`src/sv/kda_pkg.sv`:
```
`timescale 1ns / 1ps

package kda_pkg;

   typedef enum logic [2:0] {
      EV_NONE     = 3'd0,
      EV_DOWN     = 3'd1,
      EV_UP       = 3'd2,
      EV_BOTH     = 3'd3,
      EV_RELEASE  = 3'd4,
      EV_FUNCTION = 3'd5
   } event_type;

   localparam int unsigned CSR_INDEX_W = 3;
   localparam int unsigned CSR_DATA_W  = 8;

   localparam logic [CSR_INDEX_W-1:0] CSR_GROUP_LENGTH = 3'd0;
   localparam logic [CSR_INDEX_W-1:0] CSR_VALIDATIONS  = 3'd1;
   localparam logic [CSR_INDEX_W-1:0] CSR_RAMP_START   = 3'd2;
   localparam logic [CSR_INDEX_W-1:0] CSR_RAMP_FLOOR   = 3'd3;
   localparam logic [CSR_INDEX_W-1:0] CSR_RAMP_STEP    = 3'd4;

   localparam logic [3:0] GROUP_LENGTH_RST = 4'd3;
   localparam logic [3:0] VALIDATIONS_RST  = 4'd4;
   localparam logic [7:0] RAMP_START_RST   = 8'd60;
   localparam logic [7:0] RAMP_FLOOR_RST   = 8'd40;
   localparam logic [7:0] RAMP_STEP_RST    = 8'd4;

   localparam logic [3:0] GROUP_LENGTH_MAX = 4'd8;

   // key state codes
   localparam logic [2:0] KEYS_NONE  = 3'd0;
   localparam logic [2:0] KEYS_FUNC  = 3'd1;
   localparam logic [2:0] KEYS_DOWN  = 3'd2;
   localparam logic [2:0] KEYS_UP    = 3'd4;
   localparam logic [2:0] KEYS_BOTH  = 3'd6;

   typedef struct packed {
      logic [3:0] group_length;
      logic [3:0] validations;
      logic [7:0] ramp_start;
      logic [7:0] ramp_floor;
      logic [7:0] ramp_step;
   } cfg_type;

   typedef struct packed {
      event_type event_res;
      logic      reload_timeout;
   } result_type;

endpackage

```
`src/sv/kda_core.sv`:
```
`timescale 1ns / 1ps

module kda_core (
   input  logic              clock,
   input  logic              reset,
   input  kda_pkg::cfg_type  cfg,
   input  logic              accept,
   input  logic [2:0]        key_mask,
   input  logic              pressed,
   output kda_pkg::result_type result
);
   import kda_pkg::*;

   logic [2:0] tick_ff, tick_in;
   logic [2:0] group_ff, group_in;
   logic [2:0] cand_ff, cand_in;
   logic [2:0] acc_ff, acc_in;
   logic [3:0] debounce_ff, debounce_in;
   logic [7:0] rcount_ff, rcount_in;
   logic [7:0] rreload_ff, rreload_in;
   logic       fired_ff, fired_in;

   logic [3:0] glen;
   logic [3:0] next_tick;
   logic [2:0] group_or;
   logic [3:0] dl;
   logic [7:0] shrunk;
   logic [7:0] reload_next;
   logic [9:0] thr_x3;
   logic [7:0] thr;
   event_type  ev;
   logic       pulse;

   always_comb begin
      glen      = (cfg.group_length > GROUP_LENGTH_MAX) ? GROUP_LENGTH_MAX : cfg.group_length;
      next_tick = {1'b0, tick_ff} + 4'd1;
      group_or  = pressed ? (group_ff | key_mask) : group_ff;
      shrunk    = (rreload_ff > cfg.ramp_step) ? (rreload_ff - cfg.ramp_step) : 8'd0;
      reload_next = (rreload_ff > cfg.ramp_floor) ? shrunk : rreload_ff;
      thr_x3    = {2'b00, cfg.ramp_start} + {1'b0, cfg.ramp_start, 1'b0};
      thr       = thr_x3[9:2];
      dl        = (group_or != cand_ff) ? cfg.validations : debounce_ff;

      tick_in     = tick_ff;
      group_in    = group_or;
      cand_in     = cand_ff;
      acc_in      = acc_ff;
      debounce_in = debounce_ff;
      rcount_in   = rcount_ff;
      rreload_in  = rreload_ff;
      fired_in    = fired_ff;
      ev          = EV_NONE;
      pulse       = 1'b0;

      if (next_tick < glen) begin
         tick_in = next_tick[2:0];
      end else begin
         tick_in = 3'd0;
         cand_in = group_or;
         if (dl != 4'd0) begin
            debounce_in = dl - 4'd1;
         end else begin
            debounce_in = dl;
            if (acc_ff != group_or) begin
               case (group_or)
                  KEYS_DOWN: ev = EV_DOWN;
                  KEYS_UP:   ev = EV_UP;
                  KEYS_BOTH: ev = EV_BOTH;
                  default:   ev = EV_NONE;
               endcase
               if (acc_ff == KEYS_FUNC && group_or == KEYS_NONE && !fired_ff) begin
                  ev = EV_RELEASE;
               end
               if (group_or == KEYS_NONE) begin
                  fired_in = 1'b0;
               end
               pulse      = 1'b1;
               acc_in     = group_or;
               rcount_in  = 8'd0;
               rreload_in = cfg.ramp_start;
               group_in   = 3'd0;
            end else if (group_or != KEYS_NONE) begin
               group_in = 3'd0;
               if (rcount_ff < rreload_ff) begin
                  rcount_in = rcount_ff + 8'd1;
               end else begin
                  rcount_in  = 8'd0;
                  rreload_in = reload_next;
                  pulse      = 1'b1;
                  case (group_or)
                     KEYS_DOWN: ev = EV_DOWN;
                     KEYS_UP:   ev = EV_UP;
                     KEYS_FUNC: begin
                        if (reload_next <= thr) begin
                           ev         = EV_FUNCTION;
                           rreload_in = cfg.ramp_start;
                           fired_in   = 1'b1;
                        end
                     end
                     default:   ev = EV_NONE;
                  endcase
               end
            end
         end
      end

      result.event_res      = ev;
      result.reload_timeout = pulse;
   end

   always_ff @(posedge clock) begin
      if (reset) begin
         tick_ff     <= 3'd0;
         group_ff    <= 3'd0;
         cand_ff     <= 3'd0;
         acc_ff      <= 3'd0;
         debounce_ff <= 4'd0;
         rcount_ff   <= 8'd0;
         rreload_ff  <= 8'd0;
         fired_ff    <= 1'b0;
      end else if (accept) begin
         tick_ff     <= tick_in;
         group_ff    <= group_in;
         cand_ff     <= cand_in;
         acc_ff      <= acc_in;
         debounce_ff <= debounce_in;
         rcount_ff   <= rcount_in;
         rreload_ff  <= rreload_in;
         fired_ff    <= fired_in;
      end
   end

   // any event comes with a timeout reload
   assert property (@(posedge clock) disable iff (reset)
      (accept && result.event_res != EV_NONE) |-> result.reload_timeout)
      else $error("event without timeout reload");

   // release only after key 1 was the accepted state
   assert property (@(posedge clock) disable iff (reset)
      (accept && result.event_res == EV_RELEASE) |-> (acc_ff == KEYS_FUNC && !fired_ff))
      else $error("release from wrong key state");

   // function event restarts the ramp and marks the key
   assert property (@(posedge clock) disable iff (reset)
      (accept && result.event_res == EV_FUNCTION) |=>
         (fired_ff && rcount_ff == 8'd0 && rreload_ff == $past(cfg.ramp_start)))
      else $error("function event did not restart ramp");

   // an accepted-state change always resets the repeat counter
   assert property (@(posedge clock) disable iff (reset)
      (accept && acc_in != acc_ff) |=> (rcount_ff == 8'd0 && $past(result.reload_timeout)))
      else $error("key change without repeat restart");

endmodule

```
`src/sv/kda_out.sv`:
```
`timescale 1ns / 1ps

module kda_out (
   input  logic                clock,
   input  logic                reset,
   input  logic                load,
   input  kda_pkg::result_type result,
   input  logic                rsp_stall,
   output logic                rsp_valid,
   output logic                busy,
   output kda_pkg::result_type held
);
   import kda_pkg::*;

   logic       valid_ff, valid_in;
   result_type data_ff, data_in;

   always_comb begin
      busy     = valid_ff && rsp_stall;
      valid_in = load || busy;
      data_in  = load ? result : data_ff;
   end

   always_ff @(posedge clock) begin
      if (reset) begin
         valid_ff <= 1'b0;
      end else begin
         valid_ff <= valid_in;
      end
   end

   always_ff @(posedge clock) begin
      data_ff <= data_in;
   end

   assign rsp_valid = valid_ff;
   assign held      = data_ff;

endmodule

```
`src/sv/keypad_debounce_autorepeat.sv`:
```
`timescale 1ns / 1ps

// Keypad debounce with accelerating autorepeat.
//
// req_ channel: one scan tick per transaction (req_key_mask, req_pressed).
// rsp_ channel: exactly one result per tick (rsp_event_res, rsp_reload_timeout);
// most results are "none" with no timeout reload.
// csr_ port: write-only registers, group_length (0), validations (1),
// ramp_start (2), ramp_floor (3), ramp_step (4); write only while idle.
//
// A tick accepted at a clock edge gives its result on the rsp_ ports just
// after that edge. Throughput is one tick per cycle while rsp_stall is low,
// set by the single-pass state update feeding one output register.
// While rsp_stall holds a waiting result, req_stall is raised; a tick is
// still taken in the cycle the waiting result leaves.
// Reset (synchronous) clears the debounce/repeat state and the output valid
// and restores the register defaults.

module keypad_debounce_autorepeat (
   input  logic                           clock,
   input  logic                           reset,
   input  logic                           req_valid,
   output logic                           req_stall,
   input  logic [2:0]                     req_key_mask,
   input  logic                           req_pressed,
   output logic                           rsp_valid,
   input  logic                           rsp_stall,
   output logic [2:0]                     rsp_event_res,
   output logic                           rsp_reload_timeout,
   input  logic                           csr_write,
   input  logic [kda_pkg::CSR_INDEX_W-1:0] csr_index,
   input  logic [kda_pkg::CSR_DATA_W-1:0]  csr_data
);
   import kda_pkg::*;

   cfg_type    cfg_ff, cfg_in;
   result_type result;
   result_type held;
   logic       accept;
   logic       busy;

   always_comb begin
      cfg_in = cfg_ff;
      if (csr_write) begin
         case (csr_index)
            CSR_GROUP_LENGTH: cfg_in.group_length = csr_data[3:0];
            CSR_VALIDATIONS:  cfg_in.validations  = csr_data[3:0];
            CSR_RAMP_START:   cfg_in.ramp_start   = csr_data;
            CSR_RAMP_FLOOR:   cfg_in.ramp_floor   = csr_data;
            CSR_RAMP_STEP:    cfg_in.ramp_step    = csr_data;
            default:          cfg_in = cfg_ff;
         endcase
      end
   end

   always_ff @(posedge clock) begin
      if (reset) begin
         cfg_ff.group_length <= GROUP_LENGTH_RST;
         cfg_ff.validations  <= VALIDATIONS_RST;
         cfg_ff.ramp_start   <= RAMP_START_RST;
         cfg_ff.ramp_floor   <= RAMP_FLOOR_RST;
         cfg_ff.ramp_step    <= RAMP_STEP_RST;
      end else begin
         cfg_ff <= cfg_in;
      end
   end

   assign req_stall = busy;
   assign accept    = req_valid && !busy;

   kda_core u_core (
      .clock    (clock),
      .reset    (reset),
      .cfg      (cfg_ff),
      .accept   (accept),
      .key_mask (req_key_mask),
      .pressed  (req_pressed),
      .result   (result)
   );

   kda_out u_out (
      .clock     (clock),
      .reset     (reset),
      .load      (accept),
      .result    (result),
      .rsp_stall (rsp_stall),
      .rsp_valid (rsp_valid),
      .busy      (busy),
      .held      (held)
   );

   assign rsp_event_res      = held.event_res;
   assign rsp_reload_timeout = held.reload_timeout;

endmodule

```
`config.mk`:
```
export PLATFORM = sky130hd
export DESIGN_NAME = keypad_debounce_autorepeat
export DESIGN_NICKNAME = d
export VERILOG_FILES = /design/src/sv/kda_pkg.sv /design/src/sv/kda_core.sv /design/src/sv/kda_out.sv /design/src/sv/keypad_debounce_autorepeat.sv
export SDC_FILE = /design/constraint.sdc
export NUM_CORES = 1
export LEC_CHECK = 0
export BUFFER_PORTS_ARGS = -buffer_cell sky130_fd_sc_hd__buf_2
export CAP_MARGIN = 20
export CELL_PAD_IN_SITES_DETAIL_PLACEMENT = 1
export CELL_PAD_IN_SITES_GLOBAL_PLACEMENT = 1
export CORE_MARGIN = 2
export CORE_UTILIZATION = 42
export CTS_CLUSTER_SIZE = 25
export DETAILED_ROUTE_END_ITERATION = 10
export PLACE_DENSITY = 0.76
export SYNTH_ARGS = -nofsm -noshare
export SYNTH_HDL_FRONTEND = slang
export SYNTH_SLANG_ARGS = --single-unit
```
`constraint.sdc`:
```
create_clock -name clock -period 3.53 [get_ports clock]
set_input_delay 1.059 -clock clock [delete_from_list [all_inputs] [get_ports clock]]
set_output_delay 1.059 -clock clock [all_outputs]
set_load 0.01 [all_outputs]
```
==> qor.yml, run 1 <==
grt_max_degree: 51
drt_pass1_iterations: 5
failed_checks: "setup timing"
multi_input_area_mm2: 0.003281
die_y_um: 108.6
timing.hold.ws_ns: 0.4651
p_leak_uw: 0.002318
synth-seq-cells: 70
hold_path_class: "flop to flop"
root_buffer: "clkbuf_8"
synthesis.area_mm2: 0.004596
p_switching_uw: 757.9
pwr-share-clk_pct: 31.1
syn-num-nets: 617
viasPerCell: 6.090
power.share.switching_pct: 34.48
grt_pass1_vias: 5038
grt.total_usage_pct: 27.60
start_util_pct: 42.77
place.gp.congestion: 0.8828
drive_gt1_share_pct: 27.60
yosysTopAreaCellShare_pct: 28.75
cp-start-kind: "flop"
synth_edf_count: 4
coreArea_mm2: 0.01075
postPlaceCellArea_mm2: 0.005126
drtAntennaViolNets: 0
pre_cts_slack_ns: -0.3714
synth_commonest_cells: "66 x dfxtp_1, 56 x nand2_1, 47 x a21oi_1"
drt_iter0_markers: 248
ctsHtreeMaxLevel: 3
hpwl_um: 10820
clk_pin_slew_ns: 0.09
critPathMaxFanout: 8
grt_setup_unrepaired: "true"
syn-instance-count: 550
tightestPinTransition_ns: 0.8339
cp.arrival_ns: 4.09
fmax_mhz: 260.9
antenna_found_initial: 0
grt_pass1_wl_um: 25170
vdd_ir_drop_max_v: 0.0002459
final_nets: 696
cellInternalPower_uw: 1440
clkLatencyLatePin_ns: 0.37
cts_buffers: 9
routed_wl_um: 16750
synthTopCellsByArea: "dfxtp_1 29%, ha_1 12%, a21oi_1 5.1%"
post_drt_wl_per_cell_um: 21.64
yosysWarnings: 0
num_vias: 4714
relSlewSlack_pct: 42.97
finalSetupViolations: 11
grt.overflow.total: 0
ys_seq_area_share_pct: 31.36
finalCriticalPeriod_ns: 3.833
final_area_mm2: 0.005866
io_buffer_count: 25
end_kind: "flop"
fin_crit_sh_pct: 108.6
ioPinCount: 26
comb_power_share_pct: 29.6
cts_buffer_depth: 2
yosysTopAreaCell: "dfxtp_1"
finalHoldViolations: 0
async_flop_share_pct: 0
worst_slack_ns: -0.3030
yosysMostFrequentCell: "dfxtp_1"
fill_cells: 1278
skew_ns: 0.01315
areaGrowthSynthToFinish_pct: 27.63
status: "finished, violations left"
syn_avg_cell_area_um2: 8.356
route.detailed.drc: 0
drv_slew: 0
fp.dieW_um: 108.6
cp.required_ns: 3.79
synth_cell_types: 64
power.share.sequential_pct: 39.3
row_count: 38
dieArea_mm2: 0.01180
synth_ff_type: "dfxtp_1"
cts_tree: "built"
hold_buffers: 0
maxCapViolCount: 0
n_antenna_cell: 0
powerDensity_mw_per_mm2: 374.7
numClockSinks: 70
worst-setup-path-type: "flop to flop"
seq_area_mm2: 0.001450
[stage by stage]
| step | instances | setup TNS (ns) | utilization [%] | power [µW] |
|---|---|---|---|---|
| after detailed placement | 734 | -2.970 | 47.71 | 1398 |
| final | 774 | -2.879 | 54.59 | 2198 |
| after global placement | 734 | -0.3618 | 47.71 | 1368 |
| after floorplan | 550 | -0.01083 | - | 1213 |
| after global routing | 774 | -4.128 | 54.59 | 2289 |
| after CTS | 768 | -0.06385 | 52.21 | 2114 |
[cells in the final DEF, fill, tap and decap left out, drive strengths merged, types with 4 or more instances in the layout]
cell,count
buf,90
dfxtp,66
nand2,56
a21oi,50
nor2,46
ha,45
inv,36
mux2i,20
nor3,19
o211ai,17
o21ai,17
xnor2,13
clkbuf,13
a211oi,12
nand3,9
nand4,8
o31ai,8
a21o,7
o21a,7
nor2b,6
and3,6
nor4,6
a2111oi,6
xor2,4
and2,4
edfxtp,4
nand2b,4
o2111ai,4
nor4b,4
or3,4
clkinv,4
[cell families (layout without fill, tap and decap cells)]
logic type                 Yosys count  in the layout  synth area share, %
and+or+nand+nor                    182            182                19.30
AOI/OAI and AO/OA                  155            155                23.55
DFF                                 70             70                31.36
buffers and inverters               59            143                5.064
adders and majority gates           47             47                13.12
muxes                               20             20                4.356
xor gates and xnor gates            17             17                3.240
[registers in the layout, summed over array words and instances (netlist names)]
register	cells
u_core.rreload_ff	8
u_core.debounce_ff	4
u_core.acc_ff	3
u_core.cand_ff	3
u_out.held	4
u_core.rcount_ff	8
cfg_ff	32
u_core.fired_ff	1
u_core.group_ff	3
u_out.rsp_valid	1
u_core.tick_ff	3
[layout make-up]
class	count	share of cell area, %
flip-flops and latches	70	24.72
clock inverters	3	0.4053
clock buffers	13	3.072
repair buffers	90	10.52
well taps	140	2.986
inverters	37	2.368
multi-input cells	421	55.93
[worst paths after layout]
check                                             to  depth (start not counted)            startpoint  slack (ns)
worst max-delay path            u_core.rreload_ff[0]                         17  u_core.rreload_ff[0]       -0.30
worst min-delay path                       cfg_ff[6]                          2             cfg_ff[6]        0.47
worst max register to register  u_core.rreload_ff[0]                         17  u_core.rreload_ff[0]       -0.30
worst min register to register             cfg_ff[6]                          2             cfg_ff[6]        0.47
[metal layers]
metal,vias to the layer above,global-route usage [%],part of all wire [%]
li1,2182,-,-
met1,2334,31.76,40
met2,140,49.87,53
met3,58,3.376,3.6
met4,0,14.10,3.6
met5,-,0,0
[critical path: stages, from the launching register on]
cell	delay, ns
dfxtp_2	0.34
inv_2	0.06
ha_4	0.17
fa_2	0.40
nand2b_4	0.19
a211oi_4	0.31
o31ai_4	0.13
a21oi_2	0.18
a32oi_2	0.17
inv_2	0.10
ha_4	0.20
a211o_1	0.27
o211ai_1	0.16
nand4_1	0.20
a211oi_2	0.34
buf_6	0.22
a2111oi_2	0.07
o31ai_1	0.23
[power groups by stage]
stage,logic [µW],registers (µW),clock network (µW)
finish,651,863,684
global route,701,867,722
CTS,566,862,686
detailed placement,518,880,0
global placement,492,876,0
floorplan,340,873,0
[repair_timing]
action | 4_1_cts | 5_1_grt
endpoints found under the setup margin | 11 | 11
setup buffers | 18 | 6
gates resized for setup | 38 | 47
pin swaps | 14 | 24
No activity file was read; power rests on OpenSTA's default activity.
==> inputs of run 2 (changes only) <==
- CAP_MARGIN: 20 -> unset
- PLACE_DENSITY: 0.76 -> 0.86
==> run 2 against run 1 <==
- the run still ends with setup timing left
- die area unchanged
- critical endpoint is now u_core.rreload_ff[5]
- wire length about the same
- largest power group unchanged
- maximum frequency up 0.46%
- utilization up 0.45 points
- clock-buffer cell count down 3
- via count down 0.42%
- critical path depth unchanged
- sequential share of layout area down 0.16 points
- global-route usage up 0.067 points
- register-to-register slack better by 0.02 ns
==> qor.yml, run 2 (synthesis gave the netlist of run 1 again) <==
status: "finished, violations left"
failed_checks: "setup timing"
powerDensity_mw_per_mm2: 384.2
crit_path_start: "u_core.rreload_ff[0]"
cp-endpoint: "u_core.rreload_ff[5]"
grt_max_degree: 51
rr_worst_depth: 17
timing.hold.ws_ns: 0.4742
power.share.sequential_pct: 38.0
cp-start-kind: "flop"
drtAntennaViolNets: 0
cellInternalPower_uw: 1515
grt_setup_unrepaired: "true"
r2r-end: "u_core.rreload_ff[5]"
cp.arrival_ns: 4.03
regToRegSetupSlack_ns: -0.29
pwr-share-clk_pct: 33.0
p_switching_uw: 757.9
num_vias: 4694
areaGrowthSynthToFinish_pct: 28.70
grt_pass1_vias: 4946
end_kind: "flop"
grt.total_usage_pct: 27.67
place.gp.congestion: 0.8865
largest_register_ffs: 32
post_drt_wl_per_cell_um: 21.93
viasPerCell: 6.144
finalHoldViolations: 0
coreArea_mm2: 0.01075
start_util_pct: 42.77
drt_iter0_markers: 309
vdd_ir_drop_max_v: 0.0002398
maxCapViolCount: 0
antenna_found_initial: 0
row_count: 38
clkLatencyLatePin_ns: 0.37
comb_power_share_pct: 29.1
reg.largest.list: "cfg_ff (32), u_core.rcount_ff (8), u_core.rreload_ff (8)"
fmax_mhz: 262.1
layout_commonest_cell: "dfxtp_1"
finalSetupViolations: 11
final_nets: 686
cts_tree: "built"
cts_buffer_depth: 2
io_buffer_count: 25
dieArea_mm2: 0.01180
root_buffer: "clkbuf_8"
ioPinCount: 26
p_leak_uw: 0.002320
hpwl_um: 10820
routed_wl_um: 16760
numClockSinks: 70
r2r_start: "u_core.rreload_ff[0]"
worst-setup-path-type: "flop to flop"
grt_pass1_wl_um: 25100
fin_crit_sh_pct: 108.1
worst_slack_ns: -0.2854
drive_gt1_share_pct: 27.72
clk_pin_slew_ns: 0.09
relSlewSlack_pct: 32.69
regMostFlops: "cfg_ff"
cts_buffers: 9
hold_path_class: "flop to flop"
tightestPinTransition_ns: 1.003
fill_cells: 1277
power.share.switching_pct: 33.35
cp.required_ns: 3.75
min_from: "cfg_ff[14]"
critPathMaxFanout: 6
route.detailed.drc: 0
n_antenna_cell: 0
finalSetupTns_ns: -2.713
fp.dieW_um: 108.6
final_cell_mix: "59 x dfxtp_1, 55 x nand2_1, 54 x buf_4"
drt_pass1_iterations: 4
drv_slew: 0
die_y_um: 108.6
ctsHtreeMaxLevel: 3
hold_buffers: 0
skew_ns: 0.01798
grt.overflow.total: 0
finalCriticalPeriod_ns: 3.815
==> run 2: power groups by stage <==
stage	Combinational [µW]	Clock, µW	Sequential [µW]
floorplan	340	0	873
detailed placement	524	0	879
finish	661	749	862
global placement	494	0	876
CTS	599	758	861
global route	706	794	865
==> run 2: final cells by class <==
cell class | instances | area, µm² | share of cell area [%]
inverters | 37 | 138.9 | 2.348
multi-input cells | 421 | 3383 | 57.20
repair buffers | 80 | 541.8 | 9.160
well taps | 140 | 175.2 | 2.962
clock inverters | 6 | 85.08 | 1.439
clock buffers | 10 | 137.6 | 2.327
flip-flops and latches | 70 | 1453 | 24.56
==> run 2: how the worst min path moves through the flow <==
stage	endpoint	slack (ns)	cells past startpoint
2_1_floorplan	cfg_ff[28]	0.43	2
3_3_place_gp	cfg_ff[9]	0.45	2
3_5_place_dp	cfg_ff[9]	0.46	2
4_1_cts	cfg_ff[9]	0.47	2
5_1_grt	cfg_ff[15]	0.50	2
6_report	cfg_ff[14]	0.47	2
==> run 2: per-stage QoR <==
step	total power [µW]	instances	worst slack (ns)	instance area (µm²)	util [%]
after global routing	2365	764	-0.4159	5914	55.04
after floorplan	1213	550	-0.01083	4616	-
after CTS	2218	757	-0.02541	5689	52.95
after detailed placement	1403	734	-0.2878	5126	47.71
final	2273	764	-0.2854	5914	55.04
after global placement	1370	734	-0.03948	5126	47.71
==> run 2: worst max-delay path: stages (launching register included) <==
cell and delay [ns]:
dfxtp_2 0.35, inv_2 0.06, ha_4 0.16, fa_2 0.38, nand2b_4 0.17, a21oi_2 0.19, o21a_1 0.19, o21ai_0 0.16
a32oi_4 0.28, inv_2 0.09, ha_4 0.16, a211o_1 0.27, o211ai_1 0.15, nand4_1 0.22, buf_4 0.19, a211o_4 0.38
nand3_4 0.14, o311ai_0 0.14
==> run 2: routing by layer <==
metal | share of wire (%) | GRT usage, % | vias to the layer above
met2 | 53 | 50.04 | 128
met5 | 0 | 0 | -
li1 | - | - | 2163
met4 | 3.8 | 14.19 | 0
met3 | 3.4 | 5.606 | 52
met1 | 40 | 30.40 | 2351
==> run 2: what timing repair did <==
| item | CTS | global route |
|---|---|---|
| setup endpoints to repair | 11 | 11 |
| gates resized for setup | 64 | 30 |
| pin swaps | 28 | 18 |
| setup buffers | 7 | 7 |
==> inputs of run 3 (changes only) <==
- CAP_MARGIN: unset -> 5
- CORE_UTILIZATION: 42 -> 47
- PLACE_DENSITY: 0.86 -> 0.91
- clock period: 3.53 -> 4.3 ns (I/O delays scaled with it)
==> run 3 against run 2 <==
- first-iteration DRC count fell by 15%
- sequential share of layout area is 3.4 points higher
- combinational power decreased by 39%
- cell count down 6.3%
- critical endpoint is now u_core.rreload_ff[4]
- clock-buffer cell count unchanged
- final area decreased by 13%
- largest power group unchanged
- the run now ends clean
- clock power shrank 13%
- maximum frequency is 4.2% lower
- die area decreased by 10%
==> qor.yml, run 3 (synthesis gave the netlist of run 1 again) <==
status: "complete, no violations"
clkLatencyLatePin_ns: 0.36
met1_usage_pct: 33.43
regMostFlops: "cfg_ff"
fill_cells: 1178
grt_max_degree: 51
grt.total_usage_pct: 28.93
root_buffer: "clkbuf_8"
route.detailed.drc: 0
worst_slack_ns: 0.3185
critPathMaxFanout: 11
hold_path_class: "flop to flop"
seq_area_mm2: 0.001441
tightestPinTransition_ns: 1.254
fin_crit_sh_pct: 92.59
ctsHtreeMaxLevel: 3
finalSetupViolations: 0
regToRegSetupSlack_ns: 0.32
grt_pass1_wl_um: 23700
drv_slew: 0
n_antenna_cell: 0
powerDensity_mw_per_mm2: 342.8
layout_commonest_cell: "dfxtp_1"
reg.largest.list: "cfg_ff (32), u_core.rcount_ff (8), u_core.rreload_ff (8)"
final_area_mm2: 0.005156
finalCriticalPeriod_ns: 3.981
drtAntennaViolNets: 0
routed_wl_um: 14740
fp.dieW_um: 102.9
final_nets: 645
top_usage_layer: "met2"
antenna_found_initial: 0
drt_pass1_iterations: 4
gr-usage-met3_pct: 6.034
ioPinCount: 26
fmax_mhz: 251.2
relSlewSlack_pct: 15.67
num_vias: 4456
postCtsSetupBuffers: 0
multi_input_area_mm2: 0.002943
pre_cts_slack_ns: 0.2380
clk_pin_slew_ns: 0.08
dieArea_mm2: 0.01059
largest_register_ffs: 32
post_drt_wl_per_cell_um: 20.58
final_cell_mix: "66 x dfxtp_1, 56 x nand2_1, 46 x a21oi_1, 46 x nor2_1, 45 x ha_1"
drive_gt1_share_pct: 11.32
maxCapViolCount: 0
grt_setup_unrepaired: "false"
met2_usage_pct: 52.85
finalHoldViolations: 0
numClockSinks: 70
start_util_pct: 47.68
viasPerCell: 6.223
cts_buffers: 9
row_count: 36
io_buffer_count: 25
areaGrowthSynthToFinish_pct: 12.20
hold_buffers: 0
drt_iter0_markers: 264
coreArea_mm2: 0.009639
cts_tree: "built"
grt.overflow.total: 0
skew_ns: 0.01176
finalSetupTns_ns: 0
vdd_ir_drop_max_v: 0.0003039
worst-setup-path-type: "flop to flop"
cp-start-kind: "flop"
cp.arrival_ns: 4.20
end_kind: "flop"
hpwl_um: 10630
cts_buffer_depth: 2
cp.required_ns: 4.52
place.gp.congestion: 0.8760
postPlaceCellArea_mm2: 0.004898
p_leak_uw: 0.002051
grt_pass1_vias: 4762
die_y_um: 102.9
-- run 3: stage by stage --
stage                     hold WS [ns]  power [µW]  std cells  util (%)
after floorplan                 0.4322       989.5        550         -
after global placement          0.4441        1080        700     50.82
after detailed placement        0.4498        1108        700     50.82
after CTS                       0.4606        1758        716     53.27
after global routing            0.4896        1838        716     53.49
final                           0.4615        1768        716     53.49
-- run 3: timing repair --
item,CTS,global route
gates resized for setup,0,4
endpoints found under the hold margin,0,0
setup endpoints to repair,0,10
-- run 3: area by class of cell --
type	count	area share, %
Clock buffer	10	2.475
Clock inverter	6	2.111
Inverter	37	2.694
Multi-Input combinational cell	421	57.07
Sequential cell	70	27.95
Tap cell	133	3.227
Timing Repair Buffer	39	4.465
-- run 3: final timing paths --
check / to / startpoint / depth (start not counted)
worst min register to register: cfg_ff[4] / cfg_ff[4] / 2
worst min-delay path: cfg_ff[4] / cfg_ff[4] / 2
worst max register to register: u_core.rreload_ff[4] / u_core.rreload_ff[0] / 16
worst max-delay path: u_core.rreload_ff[4] / u_core.rreload_ff[0] / 16
-- run 3: routing by layer --
| metal | routed length [µm] | vias to the layer above |
|---|---|---|
| li1 | - | 2075 |
| met1 | 5934 | 2210 |
| met2 | 7673 | 130 |
| met3 | 714 | 41 |
| met4 | 414 | 0 |
| met5 | 0 | - |
-- run 3: report_power, final --
group          internal [µW]  switching [µW]
sequential               682            27.6
combinational            151             253
clock                    386             268
-- run 3: worst max-delay path, stage by stage (launching register included) --
cell and delay [ns]:
dfxtp_1 0.36, inv_1 0.10, ha_1 0.22, fa_1 0.40, nand2b_1 0.21, a211oi_2 0.26
o31ai_2 0.15, nor3_1 0.41, a21o_1 0.21, ha_1 0.26, nand4_1 0.10, nor2_1 0.05
a31oi_1 0.19, a211oi_1 0.11, buf_4 0.18, a2111oi_0 0.46, o31ai_1 0.17
